==> src/hw/rtl/swcc_pkg.sv <==
// ----------------------------------------------------------------------------
// swcc_pkg
// Shared types, constants and the CRC-8 byte update for the sensor word
// CRC checker.
// ----------------------------------------------------------------------------
package swcc_pkg;

  localparam logic [7:0] CRC_POLY = 8'h31;
  localparam logic [7:0] CRC_INIT = 8'hFF;
  localparam logic [7:0] CRC_TOP  = 8'h80;

  // Byte position inside a three-byte group
  localparam logic [1:0] GRP_DATA_HI = 2'd0;
  localparam logic [1:0] GRP_DATA_LO = 2'd1;
  localparam logic [1:0] GRP_CHECK   = 2'd2;

  localparam int unsigned IN_DATA_W  = 8;
  localparam int unsigned OUT_DATA_W = 24;

  typedef struct packed {
    logic [15:0] word;
    logic        crc_ok;
    logic        error_seen;
    logic        short_group;
    logic        last;
  } swcc_result_t;

  typedef struct packed {
    logic [1:0] group_pos;
    logic       sticky_error;
  } swcc_status_t;

  // MSB-first CRC-8 update over one byte
  function automatic logic [7:0] crc8_absorb(logic [7:0] acc, logic [7:0] b);
    logic [7:0] v;
    v = acc ^ b;
    for (int i = 0; i < 8; i++) begin
      if ((v & CRC_TOP) != 8'h00) begin
        v = {v[6:0], 1'b0} ^ CRC_POLY;
      end else begin
        v = {v[6:0], 1'b0};
      end
    end
    return v;
  endfunction

endpackage

==> src/hw/rtl/swcc_in_stage.sv <==
// ----------------------------------------------------------------------------
// swcc_in_stage
// Input register: captures one received byte and its end-of-transfer mark.
// ----------------------------------------------------------------------------
module swcc_in_stage (
  input  logic       clk_i,
  input  logic       rst_ni,
  input  logic       s_valid_i,
  output logic       s_ready_o,
  input  logic [7:0] s_byte_i,
  input  logic       s_eot_i,
  input  logic       consume_i,
  output logic       valid_o,
  output logic [7:0] byte_o,
  output logic       eot_o
);
  import swcc_pkg::*;

  logic       valid_q, valid_d;
  logic [7:0] byte_q;
  logic       eot_q;
  logic       load;

  assign s_ready_o = !valid_q || consume_i;
  assign load      = s_valid_i && s_ready_o;

  always_comb begin
    valid_d = valid_q;
    if (load) begin
      valid_d = 1'b1;
    end else if (consume_i) begin
      valid_d = 1'b0;
    end
  end

  always_ff @(posedge clk_i or negedge rst_ni) begin
    if (!rst_ni) begin
      valid_q <= 1'b0;
    end else begin
      valid_q <= valid_d;
    end
  end

  always_ff @(posedge clk_i) begin
    if (load) begin
      byte_q <= s_byte_i;
      eot_q  <= s_eot_i;
    end
  end

  assign valid_o = valid_q;
  assign byte_o  = byte_q;
  assign eot_o   = eot_q;

endmodule

==> src/hw/rtl/swcc_group_core.sv <==
// ----------------------------------------------------------------------------
// swcc_group_core
// Group state (running CRC, position, data bytes, sticky error) and the
// result logic for one byte.
// ----------------------------------------------------------------------------
module swcc_group_core (
  input  logic                   clk_i,
  input  logic                   rst_ni,
  input  logic [7:0]             byte_i,
  input  logic                   eot_i,
  input  logic                   consume_i,
  output logic                   emit_o,
  output swcc_pkg::swcc_result_t result_o,
  output swcc_pkg::swcc_status_t status_o
);
  import swcc_pkg::*;

  logic [7:0] crc_q, crc_d;
  logic [1:0] pos_q, pos_d;
  logic [7:0] high_q, high_d;
  logic [7:0] low_q, low_d;
  logic       sticky_q, sticky_d;
  logic       ok;
  logic       sticky_upd;

  always_comb begin
    crc_d      = crc_q;
    pos_d      = pos_q;
    high_d     = high_q;
    low_d      = low_q;
    sticky_d   = sticky_q;
    emit_o     = 1'b0;
    result_o   = '0;
    ok         = (crc_q == byte_i);
    sticky_upd = sticky_q || !ok;

    unique case (pos_q)
      GRP_CHECK: begin
        emit_o               = 1'b1;
        result_o.word        = {high_q, low_q};
        result_o.crc_ok      = ok;
        result_o.error_seen  = sticky_upd;
        result_o.short_group = 1'b0;
        result_o.last        = eot_i;
        crc_d                = CRC_INIT;
        pos_d                = GRP_DATA_HI;
        high_d               = 8'h00;
        low_d                = 8'h00;
        sticky_d             = sticky_upd;
      end
      GRP_DATA_LO: begin
        emit_o               = eot_i;
        result_o.word        = {high_q, byte_i};
        result_o.error_seen  = 1'b1;
        result_o.short_group = 1'b1;
        result_o.last        = 1'b1;
        crc_d                = crc8_absorb(crc_q, byte_i);
        low_d                = byte_i;
        pos_d                = GRP_CHECK;
      end
      default: begin
        // position 0, and the unreachable code 3 acts the same
        emit_o               = eot_i;
        result_o.word        = {byte_i, low_q};
        result_o.error_seen  = 1'b1;
        result_o.short_group = 1'b1;
        result_o.last        = 1'b1;
        crc_d                = crc8_absorb(crc_q, byte_i);
        high_d               = byte_i;
        pos_d                = GRP_DATA_LO;
      end
    endcase

    // end of transfer: drop everything back to reset values
    if (eot_i) begin
      crc_d    = CRC_INIT;
      pos_d    = GRP_DATA_HI;
      high_d   = 8'h00;
      low_d    = 8'h00;
      sticky_d = 1'b0;
    end
  end

  always_ff @(posedge clk_i or negedge rst_ni) begin
    if (!rst_ni) begin
      crc_q    <= CRC_INIT;
      pos_q    <= GRP_DATA_HI;
      high_q   <= 8'h00;
      low_q    <= 8'h00;
      sticky_q <= 1'b0;
    end else if (consume_i) begin
      crc_q    <= crc_d;
      pos_q    <= pos_d;
      high_q   <= high_d;
      low_q    <= low_d;
      sticky_q <= sticky_d;
    end
  end

  assign status_o.group_pos    = pos_q;
  assign status_o.sticky_error = sticky_q;

endmodule

==> src/hw/rtl/swcc_out_stage.sv <==
// ----------------------------------------------------------------------------
// swcc_out_stage
// Result register on the master side of the stream.
// ----------------------------------------------------------------------------
module swcc_out_stage (
  input  logic                                clk_i,
  input  logic                                rst_ni,
  input  logic                                load_i,
  input  swcc_pkg::swcc_result_t              result_i,
  output logic                                free_o,
  output logic                                m_valid_o,
  input  logic                                m_ready_i,
  output logic [swcc_pkg::OUT_DATA_W-1:0]     m_data_o,
  output logic                                m_user_o,
  output logic                                m_last_o
);
  import swcc_pkg::*;

  logic         valid_q, valid_d;
  swcc_result_t res_q;

  assign free_o = !valid_q || m_ready_i;

  always_comb begin
    valid_d = valid_q;
    if (load_i) begin
      valid_d = 1'b1;
    end else if (m_ready_i) begin
      valid_d = 1'b0;
    end
  end

  always_ff @(posedge clk_i or negedge rst_ni) begin
    if (!rst_ni) begin
      valid_q <= 1'b0;
    end else begin
      valid_q <= valid_d;
    end
  end

  always_ff @(posedge clk_i) begin
    if (load_i) begin
      res_q <= result_i;
    end
  end

  assign m_valid_o = valid_q;
  assign m_data_o  = {6'b0, res_q.error_seen, res_q.crc_ok, res_q.word};
  assign m_user_o  = res_q.short_group;
  assign m_last_o  = res_q.last;

endmodule

==> src/hw/rtl/sensor_word_crc_checker_unit.sv <==
// ----------------------------------------------------------------------------
// sensor_word_crc_checker_unit
// Checks CRC-8 (poly 0x31, init 0xFF) on groups of two data bytes plus a
// check byte and reports each word with its check status.
//
//   channel  dir  tdata                               tuser        tlast
//   s_axis   in   [7:0] rx_byte                       -            end_of_transfer
//   m_axis   out  [15:0] word, [16] crc_ok,           short_group  last
//                 [17] error_seen, [23:18] zero
//
// One byte per cycle unless a result is held up by a full m_axis; between its
// byte's acceptance on s_axis and m_axis a result passes the input register,
// then the result register.
// The CRC update is byte-wide combinational XOR logic between the input register and the group state.
// Reset puts the group state at position zero with the CRC at 0xFF.
// A stalled m_axis holds one result; bytes that make no result keep flowing.
// ----------------------------------------------------------------------------
module sensor_word_crc_checker_unit (
  input  logic                            clk_i,
  input  logic                            rst_ni,
  input  logic                            s_axis_tvalid_i,
  output logic                            s_axis_tready_o,
  input  logic [swcc_pkg::IN_DATA_W-1:0]  s_axis_tdata_i,   // [7:0] rx_byte
  input  logic                            s_axis_tlast_i,   // end_of_transfer
  output logic                            m_axis_tvalid_o,
  input  logic                            m_axis_tready_i,
  output logic [swcc_pkg::OUT_DATA_W-1:0] m_axis_tdata_o,   // word, crc_ok, error_seen
  output logic                            m_axis_tuser_o,   // short_group
  output logic                            m_axis_tlast_o    // last
);
  import swcc_pkg::*;

  logic         item_valid;
  logic [7:0]   item_byte;
  logic         item_eot;
  logic         consume;
  logic         emit;
  logic         out_free;
  swcc_result_t result;
  swcc_status_t status;

  // advance a byte unless it makes a result and the output is still full
  assign consume = item_valid && (!emit || out_free);

  swcc_in_stage u_in (
    .clk_i     (clk_i),
    .rst_ni    (rst_ni),
    .s_valid_i (s_axis_tvalid_i),
    .s_ready_o (s_axis_tready_o),
    .s_byte_i  (s_axis_tdata_i),
    .s_eot_i   (s_axis_tlast_i),
    .consume_i (consume),
    .valid_o   (item_valid),
    .byte_o    (item_byte),
    .eot_o     (item_eot)
  );

  swcc_group_core u_core (
    .clk_i     (clk_i),
    .rst_ni    (rst_ni),
    .byte_i    (item_byte),
    .eot_i     (item_eot),
    .consume_i (consume),
    .emit_o    (emit),
    .result_o  (result),
    .status_o  (status)
  );

  swcc_out_stage u_out (
    .clk_i     (clk_i),
    .rst_ni    (rst_ni),
    .load_i    (consume && emit),
    .result_i  (result),
    .free_o    (out_free),
    .m_valid_o (m_axis_tvalid_o),
    .m_ready_i (m_axis_tready_i),
    .m_data_o  (m_axis_tdata_o),
    .m_user_o  (m_axis_tuser_o),
    .m_last_o  (m_axis_tlast_o)
  );

  a_short_is_final_error: assert property (@(posedge clk_i) disable iff (!rst_ni)
    m_axis_tvalid_o && m_axis_tuser_o |->
      m_axis_tlast_o && m_axis_tdata_o[17] && !m_axis_tdata_o[16])
    else $error("short group result without last/error or with crc_ok");

  a_fail_sets_error: assert property (@(posedge clk_i) disable iff (!rst_ni)
    m_axis_tvalid_o && !m_axis_tdata_o[16] |-> m_axis_tdata_o[17])
    else $error("failed check not reflected in error_seen");

  a_group_pos_legal: assert property (@(posedge clk_i) disable iff (!rst_ni)
    status.group_pos != 2'd3)
    else $error("group position reached unused code");

  a_eot_clears_sticky: assert property (@(posedge clk_i) disable iff (!rst_ni)
    consume && item_eot |=> !status.sticky_error && status.group_pos == GRP_DATA_HI)
    else $error("state not cleared after end of transfer");

endmodule

==> config.mk <==
export PLATFORM = sky130hd
export DESIGN_NAME = sensor_word_crc_checker_unit
export DESIGN_NICKNAME = d
export VERILOG_FILES = /design/src/hw/rtl/swcc_pkg.sv /design/src/hw/rtl/swcc_in_stage.sv /design/src/hw/rtl/swcc_group_core.sv /design/src/hw/rtl/swcc_out_stage.sv /design/src/hw/rtl/sensor_word_crc_checker_unit.sv
export SDC_FILE = /design/constraint.sdc
export NUM_CORES = 1
export LEC_CHECK = 0
export BUFFER_PORTS_ARGS = -buffer_cell sky130_fd_sc_hd__buf_2
export CAP_MARGIN = 20
export CORE_ASPECT_RATIO = 0.75
export CORE_MARGIN = 5
export CORE_UTILIZATION = 40
export DETAILED_ROUTE_END_ITERATION = 16
export HOLD_SLACK_MARGIN = 0.06
export REMOVE_ABC_BUFFERS = 1
export SETUP_SLACK_MARGIN = 0.4
export SYNTH_ARGS = -nofsm -noshare
export SYNTH_HDL_FRONTEND = slang
export SYNTH_SLANG_ARGS = --single-unit
export TNS_END_PERCENT = 1
==> constraint.sdc <==
create_clock -name clk_i -period 10.5 [get_ports clk_i]
set_clock_uncertainty 0.2 [all_clocks]
set_input_delay 1.575 -clock clk_i [delete_from_list [all_inputs] [get_ports clk_i]]
set_output_delay 1.575 -clock clk_i [all_outputs]
set_load 0.01 [all_outputs]
==> flow_summary.json <==
{
  "status": "complete, no violations",
  "post_cts_buffers": 0,
  "leakage_nw": 1.27,
  "initial_utilization": 0.415,
  "period_minus_slack_ns": 4.19,
  "postRouteAntennaNets": 0,
  "h-tree-depth": 3,
  "critPathLaunchType": "input port",
  "fin_ws_ns": 6.31,
  "tritoncts": "yes",
  "routabilityCongestion": 0.781,
  "fin_crit_sh": 0.399,
  "worstMarginPinSlew_ns": 0.680,
  "rsz0062_at_grt": "no",
  "dieArea_um2": 8330,
  "vias": 1724,
  "p_sw_w": 0.000249,
  "cp_slowest_cell": "or3_1",
  "dp_slack_ns": 6.31,
  "critPathArrivalTime_ns": 2.42,
  "fin_setup_tns_ns": 0,
  "fmax_mhz": 239,
  "dieWidth_um": 104,
  "critPathKind": "input port to output pin",
  "async_flop_share": 0.500,
  "power.density_nw_per_um2": 259,
  "final_nets": 283,
  "path_buf_inv": 2,
  "end_kind": "output pin",
  "drt_iter0_markers": 91,
  "avgSynthCellArea_um2": 11.5,
  "core_area_um2": 6350,
  "synth-seq-cells": 58,
  "maxCapViolations": 0,
  "cts_resized": 0,
  "grt_pass1_wl_mm": 8.87,
  "cp.required_ns": 8.73,
  "ir_worst_vdd_mv": 0.125,
  "vias_per_cell": 4.87,
  "wl_mm": 5.40,
  "p_comb_frac": 0.318,
  "clk_latency_ns": 0.34,
  "maxSlewViolCount": 0,
  "drt_first_pass_iters": 4,
  "clockPowerShare": 0.281,
  "syn_inst": 230,
  "crit_top_cell": "buf_2",
  "max_stage_delay_ns": 0.37,
  "synth_area_um2": 2640,
  "power_switching_share": 0.311,
  "synth_warnings": 0,
  "dp_hpwl_mm": 3.47,
  "grt_overflow": 0,
  "num_io_pins": 41,
  "antenna_cells": 0,
  "slew_headroom": 0.547,
  "synthToLayoutAreaGrowth_pct": 17.4,
  "hold_class": "register to register",
  "rows": 25,
  "drc": 0,
  "hold_viol": 0,
  "first_global_vias": 1612,
  "die_h_um": 80.3,
  "internal_power_w": 0.000552,
  "final_core_util": 0.487,
  "yosysSeqAreaShare": 0.610,
  "crit_fanout": 7,
  "synth-edff-count": 29,
  "fin_hold_ws_ns": 0.286,
  "drive_gt1_frac": 0.245,
  "cts.sinks": 58,
  "yosysUniqueCellTypes": 37,
  "grt_max_degree": 30,
  "cts_root_buffer": "clkbuf_8",
  "crit_family": "simple AND/OR/NAND/NOR gates",
  "cts.path.max_buffers": 2,
  "routedWlPerCell_um": 15.2,
  "io_buffers": 34,
  "synth_flop_cell": "edfxtp_1",
  "grt_use_total": 0.141,
  "seq_power_share": 0.401,
  "crit_path_cell_trace": "buf_2 -> nand2b_1 -> or3_1 -> buf_2",
  "grt_antenna_before_repair": 0,
  "finalSetupViolations": 0,
  "cts_hold_buf": 0,
  "path_clk_slew_ns": 0.06,
  "cts-buffers-inserted": 9
}
-- cells in the mapped netlist, drive strengths merged, types with 6 or more instances --
cell    instances  area [um2]
clkbuf          9        33.8
xnor2          14         138
a31oi           7        43.8
inv             6        22.5
nand2          51         191
a22o            8        71.3
edfxtp         29         871
dfrtp          21         526
nor2           10        37.5
buf             7        50.0
dfstp           8         210
o21ai          28         140
-- per-layer routing --
metal  share of wire  wire [um]  up-vias  track usage
met5               0          0        -            0
met4           0.010         55        0       0.0427
met3           0.077        413        8       0.0562
met2            0.42       2280       58        0.193
met1            0.49       2640      789        0.203
li1                -          -      869            -
-- cells by family (layout without fill, tap and decap cells) --
group / Yosys count / after routing / synth area share
and+or+nand+nor: 75 / 75 / 0.120
DFF: 58 / 58 / 0.610
AOI/OAI and AO/OA: 50 / 50 / 0.117
xor gates and xnor gates: 22 / 22 / 0.102
buffers and inverters: 22 / 60 / 0.0404
adders and majority gates: 2 / 2 / 0.00950
other: 1 / 6 / 0.00142
-- cells in the final DEF, fill, tap and decap left out, drive strengths merged, types with 2 or more instances in the layout --
cell,Yosys,final
a22o,8,8
a31oi,7,7
and2,2,2
buf,7,38
bufinv,0,2
clkbuf,9,9
clkinv,0,4
conb,1,6
dfrtp,21,21
dfstp,8,8
edfxtp,29,29
ha,2,2
inv,6,6
nand2,51,51
nand2b,3,3
nand3,2,2
nor2,10,10
o21ai,28,28
or3,2,2
xnor2,14,14
xnor3,3,3
xor2,4,4
-- stage by stage --
| stage | power [W] | instances | instance area [um2] |
|---|---|---|---|
| after floorplan | 0.000522 | 219 | 2570 |
| after global placement | 0.000574 | 336 | 2860 |
| after detailed placement | 0.000579 | 336 | 2860 |
| after CTS | 0.000808 | 352 | 3080 |
| after global routing | 0.000853 | 354 | 3090 |
| final | 0.000801 | 354 | 3090 |
-- power by group through the flow --
stage / clock network (W) / logic, W / registers (W)
finish: 0.000226 / 0.000255 / 0.000321
global placement: 0 / 0.000250 / 0.000324
CTS: 0.000232 / 0.000255 / 0.000321
detailed placement: 0 / 0.000253 / 0.000325
floorplan: 0 / 0.000197 / 0.000325
global route: 0.000241 / 0.000287 / 0.000326
-- sequential cells by signal (all words and copies together) (netlist names) --
signal and cells:
u_in.valid_o 1, u_core.high_q 8, u_out.m_valid_o 1, u_core.sticky_q 1
u_out.m_user_o 1, u_in.eot_o 1, u_core.pos_q 2, u_core.crc_q 8
u_core.low_q 8, u_in.byte_o 8, u_out.m_data_o 18, u_out.m_last_o 1
-- final cells by class --
class	instances	area, um2
Timing Repair Buffer	38	200
Sequential cell	58	1610
Fill cell	597	3260
Inverter	6	22.5
Clock inverter	7	93.8
Multi-Input combinational cell	155	946
Clock buffer	9	124
Tap cell	81	101
-- final timing paths --
kind | to | slack (ns) | cells past startpoint | start
hold / removal | u_core.low_q[4] | 0.29 | 2 | u_core.low_q[4]
setup / recovery | s_axis_tready_o | 6.31 | 4 | m_axis_tready_i
min in group asynchronous | u_core.sticky_q | 1.07 | 1 | rst_ni
max in group asynchronous | u_core.high_q[4] | 8.59 | 1 | rst_ni
hold reg to reg | u_core.low_q[4] | 0.29 | 2 | u_core.low_q[4]
setup reg to reg | u_in.byte_o[7] | 8.24 | 6 | u_core.pos_q[0]
-- worst register-to-register path, stage by stage (launching register included) --
cell	delay, ns
dfrtp_1	0.39
inv_1	0.08
ha_1	0.29
nor2_1	0.08
buf_4	0.22
or3_1	0.41
and2_1	0.30
(Power assumes the default switching activity.)
